--- src/rtl/gbmm_pkg.sv ---
`timescale 1ns / 1ps
package gbmm_pkg;

  localparam int MAX_WIDTH  = 4096;
  localparam int MAX_FACTOR = 16;
  localparam int ROW_LIMIT  = 4096;

  localparam int CFG_W   = 13;                   // widest register
  localparam int FAC_W   = 5;
  localparam int COST_W  = 8;
  localparam int COL_W   = $clog2(MAX_WIDTH);
  localparam int ROW_W   = $clog2(ROW_LIMIT);
  localparam int PH_W    = $clog2(MAX_FACTOR);
  localparam int IDX_W   = 2;

  typedef enum logic [IDX_W-1:0] {
    REG_GRID_WIDTH   = 2'd0,
    REG_GRID_HEIGHT  = 2'd1,
    REG_BLOCK_FACTOR = 2'd2,
    REG_PICK_MINIMUM = 2'd3
  } cfg_reg_t;

  // Per-item control from the raster scanner to the accumulator stage.
  typedef struct packed {
    logic [COL_W-1:0] idx;
    logic [ROW_W-1:0] row;
    logic             first;
    logic             emit;
    logic             done;
  } scan_ctrl_t;

  typedef struct packed {
    logic [COL_W-1:0]  col;
    logic [ROW_W-1:0]  row;
    logic [COST_W-1:0] cost;
    logic              done;
  } pool_res_t;

endpackage

--- src/rtl/gbmm_scan.sv ---
`timescale 1ns / 1ps
module gbmm_scan import gbmm_pkg::*; (
  input  logic             clk,
  input  logic             rst,
  input  logic             take,
  input  logic [CFG_W-1:0] grid_width,
  input  logic [CFG_W-1:0] grid_height,
  input  logic [FAC_W-1:0] block_factor,
  output scan_ctrl_t       ctrl
);

  logic [COL_W-1:0] in_col, in_col_next;
  logic [ROW_W-1:0] in_row, in_row_next;
  logic [PH_W-1:0]  phase_x, phase_x_next;
  logic [PH_W-1:0]  phase_y, phase_y_next;
  logic [COL_W-1:0] block_col, block_col_next;
  logic [ROW_W-1:0] block_row, block_row_next;

  logic [CFG_W-1:0] w_eff, h_eff;
  logic [FAC_W-1:0] f_eff;
  logic row_end, last_row, x_wrap, y_wrap;

  // out-of-range register values are clamped into the legal range
  always_comb begin
    if (grid_width == '0) w_eff = CFG_W'(1);
    else if (grid_width > CFG_W'(MAX_WIDTH)) w_eff = CFG_W'(MAX_WIDTH);
    else w_eff = grid_width;
    if (grid_height == '0) h_eff = CFG_W'(1);
    else if (grid_height > CFG_W'(ROW_LIMIT)) h_eff = CFG_W'(ROW_LIMIT);
    else h_eff = grid_height;
    if (block_factor == '0) f_eff = FAC_W'(1);
    else if (block_factor > FAC_W'(MAX_FACTOR)) f_eff = FAC_W'(MAX_FACTOR);
    else f_eff = block_factor;
  end

  assign row_end  = (CFG_W'(in_col) + CFG_W'(1)) >= w_eff;
  assign last_row = (CFG_W'(in_row) + CFG_W'(1)) >= h_eff;
  assign x_wrap   = (FAC_W'(phase_x) + FAC_W'(1)) >= f_eff;
  assign y_wrap   = (FAC_W'(phase_y) + FAC_W'(1)) >= f_eff;

  always_comb begin
    ctrl.idx   = block_col;
    ctrl.row   = block_row;
    ctrl.first = (phase_x == '0) && (phase_y == '0);
    ctrl.emit  = (row_end || x_wrap) && (last_row || y_wrap);
    ctrl.done  = row_end && last_row;
  end

  always_comb begin
    in_col_next    = in_col;
    in_row_next    = in_row;
    phase_x_next   = phase_x;
    phase_y_next   = phase_y;
    block_col_next = block_col;
    block_row_next = block_row;
    if (row_end) begin
      in_col_next    = '0;
      phase_x_next   = '0;
      block_col_next = '0;
      if (last_row) begin
        in_row_next    = '0;
        phase_y_next   = '0;
        block_row_next = '0;
      end else begin
        in_row_next = in_row + ROW_W'(1);
        if (y_wrap) begin
          phase_y_next   = '0;
          block_row_next = block_row + ROW_W'(1);
        end else begin
          phase_y_next = phase_y + PH_W'(1);
        end
      end
    end else begin
      in_col_next = in_col + COL_W'(1);
      if (x_wrap) begin
        phase_x_next   = '0;
        block_col_next = block_col + COL_W'(1);
      end else begin
        phase_x_next = phase_x + PH_W'(1);
      end
    end
  end

  always_ff @(posedge clk) begin
    if (rst) begin
      in_col    <= '0;
      in_row    <= '0;
      phase_x   <= '0;
      phase_y   <= '0;
      block_col <= '0;
      block_row <= '0;
    end else if (take) begin
      in_col    <= in_col_next;
      in_row    <= in_row_next;
      phase_x   <= phase_x_next;
      phase_y   <= phase_y_next;
      block_col <= block_col_next;
      block_row <= block_row_next;
    end
  end

endmodule

--- config.mk ---
export PLATFORM = sky130hd
export DESIGN_NAME = gbmm_scan
export DESIGN_NICKNAME = d
export VERILOG_FILES = /design/src/rtl/gbmm_pkg.sv /design/src/rtl/gbmm_scan.sv
export SDC_FILE = /design/constraint.sdc
export NUM_CORES = 1
export LEC_CHECK = 0
export ABC_AREA = 1
export BUFFER_PORTS_ARGS = -buffer_cell sky130_fd_sc_hd__buf_4
export CORE_MARGIN = 8
export CORE_UTILIZATION = 50
export DETAILED_ROUTE_END_ITERATION = 12
export PLACE_DENSITY_LB_ADDON = 0.3
export SYNTH_ARGS = -nofsm -noshare
export SYNTH_HDL_FRONTEND = slang
export SYNTH_SLANG_ARGS = --single-unit
--- constraint.sdc ---
create_clock -name clk -period 3.5 [get_ports clk]
set_clock_uncertainty 0.15 [all_clocks]
set_input_delay 0.35 -clock clk [delete_from_list [all_inputs] [get_ports clk]]
set_output_delay 0.35 -clock clk [all_outputs]
set_load 0.02 [all_outputs]
==> impl_metrics.py <==
metrics = {
    "global_routing": {
        "antenna_found_initial": 0,
        "overflow": 0,
        "grt_pass1_vias": 4234,
        "grt_usage_pct": 18.0,
        "grt_pass1_wl_mm": 18.0,
        "grt_max_degree": 29,
    },
    "finish": {
        "fin_nets": 819,
        "layout-drive-gt1-share_pct": 19.3,
        "syn2layout_area_growth_pct": 19.5,
        "utilization_pct": 60.9,
        "antenna_cells": 0,
    },
    "detailed_routing": {
        "wl_per_cell_um": 13.0,
        "vias": 4464,
        "vias_per_cell": 5.25,
        "drc_errors": 0,
        "ant_nets": 0,
        "drt_first_pass_iters": 4,
        "drt_iter0_markers": 281,
        "totalWireLength_mm": 11.0,
    },
    "timing": {
        "rsz0062_at_grt": "true",
        "final.min_clock_period_ps": 3390,
        "setup_viol": 0,
        "fmax_ghz": 0.295,
        "slew_headroom_pct": 66.0,
        "hold_slack_ps": 201,
        "finalHoldViolCount": 0,
        "max_slew.worst_pin.slew_ps": 509,
        "drv_slew": 0,
        "min_period_over_period_pct": 96.8,
    },
    "power_and_ir_drop": {
        "p_leak_nw": 2.56,
        "p_per_area_nw_per_um2": 291,
        "vdd_drop_max_mv": 0.155,
    },
    "synthesis": {
        "netlist.area_leader.share_pct": 25.6,
        "synthFlopType": "dfxtp_1",
        "synth.distinct_cells": 37,
        "synth-edff-count": 0,
        "yosysSeqAreaShare_pct": 25.6,
        "synthTopCellsByArea": "dfxtp_1 26%, nand2_1 15%, ha_1 13%",
        "synth_cells": 676,
        "avgSynthCellArea_um2": 6.48,
        "synth_fp_nets": 754,
        "yosysTopAreaCell": "dfxtp_1",
        "synth_area_um2": 4380,
        "ys_seq_elements": 56,
        "ys_warn_count": 0,
        "ys_async_sr_fraction_pct": 0,
    },
    "setup_path": {
        "endpoint": "ctrl[1]",
        "cp-end-kind": "output port",
        "critPathMaxFanout": 4,
        "timing.rr.end": "phase_y[2]",
        "path_class": "reg2out",
        "r2r_start": "in_col[1]",
        "start_kind": "flip-flop",
        "regToRegSetupSlack_ps": 260,
        "required_ps": 3000,
        "cp.arrival_ps": 2890,
        "reg2reg_depth": 18,
        "crit_start": "in_row[1]",
    },
    "hold_path": {
        "hold_depth": 2,
        "hp-class": "in2reg",
    },
    "floorplanning": {
        "die_y_um": 110,
        "io_pins": 61,
        "die_area_um2": 12000,
        "core_area_um2": 8590,
        "rows": 34,
        "fp.dieW_um": 110,
        "start_util_pct": 51.0,
    },
    "clock_network": {
        "clk_latency_ps": 310,
        "clock-sinks": 56,
        "path_clk_slew_ps": 100,
        "cts_hold_buf": 0,
        "cts_tree": "done",
        "numCtsBuffers": 5,
        "cts.path.max_buffers": 2,
        "cts_max_level": 2,
        "clk_root_buffer_cell": "clkbuf_8",
    },
    "placed_design": {
        "port_buffers": 60,
        "post-dp-hpwl_mm": 8.35,
        "place.gp.congestion": 0.828,
    },
    "job": {
        "maxCapViolations": 0,
    },
    "run_status": {
        "status": "completed",
    },
}
-- layout by cell type (no fill, tap or decap), drive strengths merged --
cell type / netlist / final
buf: 7 / 74
a211oi: 7 / 7
nor3: 11 / 11
dfxtp: 56 / 56
clkinv: 1 / 3
nand4: 8 / 8
o21bai: 4 / 4
o21ai: 19 / 19
nor2: 119 / 119
xnor2: 2 / 2
a21oi: 30 / 30
clkbuf: 9 / 6
o21a: 1 / 1
o22ai: 5 / 5
a31o: 1 / 1
inv: 84 / 84
xor2: 21 / 21
o31ai: 1 / 1
or2: 2 / 2
nand3: 47 / 47
ha: 44 / 44
nor4: 8 / 8
a21o: 3 / 3
nand2: 186 / 186
-- synthesized netlist by cell type (2+ instances only) --
library cell and number:
inv_1 81, nor3_2 2, ha_1 44, nand2_1 180
a21oi_1 30, clkbuf_1 9, o22ai_1 5, nand4_1 8
nor3_1 9, or2_2 2, o21bai_1 4, nor2_2 5
a211oi_1 5, nor4_1 8, nor2_4 3, nand2_4 4
nor2_8 2, a21o_1 3, xor2_1 21, nand3_1 45
o21ai_0 18, buf_4 3, inv_2 3, nor2_1 109
buf_6 3, dfxtp_1 56, xnor2_1 2, nand2_2 2
a211oi_2 2
-- worst max-delay path, stage by stage (launching register included) --
cell,delay (ps)
dfxtp_4,380
ha_4,130
nand2_2,50
inv_2,90
nand2_4,70
nor2_4,120
nand2_2,60
nor2_2,150
nand2_2,110
xor2_2,220
inv_2,60
ha_4,270
nand2_1,60
nor2_2,110
nand2_2,80
nor2_2,130
nor2_4,50
nand4_1,170
nand2_1,80
inv_1,70
buf_6,110
-- report_power, final --
part           internal (mW)  switching (mW)  total, mW
clock network          0.159           0.212      0.371
registers              0.669          0.0371      0.706
logic                  0.175           0.272      0.447
total                   1.00           0.522       1.52
-- stage by stage --
stage / setup WS [ps] / std cells / instance area (um2) / TNS, ps / power (mW)
3_5_place_dp: 149 / 832 / 4900 / 0 / 1.15
6_report: 113 / 850 / 5240 / 0 / 1.52
3_3_place_gp: 196 / 832 / 4900 / 0 / 1.13
5_1_grt: -74.1 / 850 / 5240 / -90.8 / 1.62
2_1_floorplan: 384 / 676 / 4380 / 0 / 1.02
4_1_cts: 0.619 / 843 / 5030 / 0 / 1.52
-- registers in the layout, summed over array words and instances, names as in the netlist --
| name | flops |
|---|---|
| block_row | 12 |
| in_row | 12 |
| block_col | 12 |
| in_col | 12 |
| phase_y | 4 |
| phase_x | 4 |
-- area by class of cell --
cell class              instances  area (um2)
fillers                       812        3360
multi-input cells             519        3000
flip-flops and latches         56        1130
repair buffers                 74         559
inverters                      85         319
well taps                     108         135
clock buffers                   6        82.6
clock inverters                 2        10.0
-- cells by family after synthesis --
family,after synthesis,share of synthesized area (%)
flops,56,25.6
buf+inv,101,9.45
fa+ha+maj,44,12.6
simple gates,381,38.3
compound gates,71,9.48
xor+xnor,23,4.60
-- layer usage --
metal  global-route usage, %  vias to the layer above  share of wire, %
met1                    21.6                     2052                44
met5                       0                        -                 0
met3                    2.29                       19               4.6
met4                    6.36                        0               1.8
li1                        -                     2286                 -
met2                    32.1                      107                50
-- what timing repair did --
action,4_1_cts,5_1_grt
endpoints found under the setup margin,2,20
buffers inserted,3,7
gates resized for setup,5,40
pin swaps,4,12
-- how the worst min path moves through the flow --
stage               startpoint          to  slack (ps)
floorplan           phase_x[3]  phase_x[3]         300
global placement    phase_x[3]  phase_x[3]         310
detailed placement  phase_x[3]  phase_x[3]         320
CTS                        rst   in_row[5]         190
global route               rst   in_row[1]         190
finish                     rst   in_row[1]         200
Note: power is estimated with default switching activity, not from simulation.
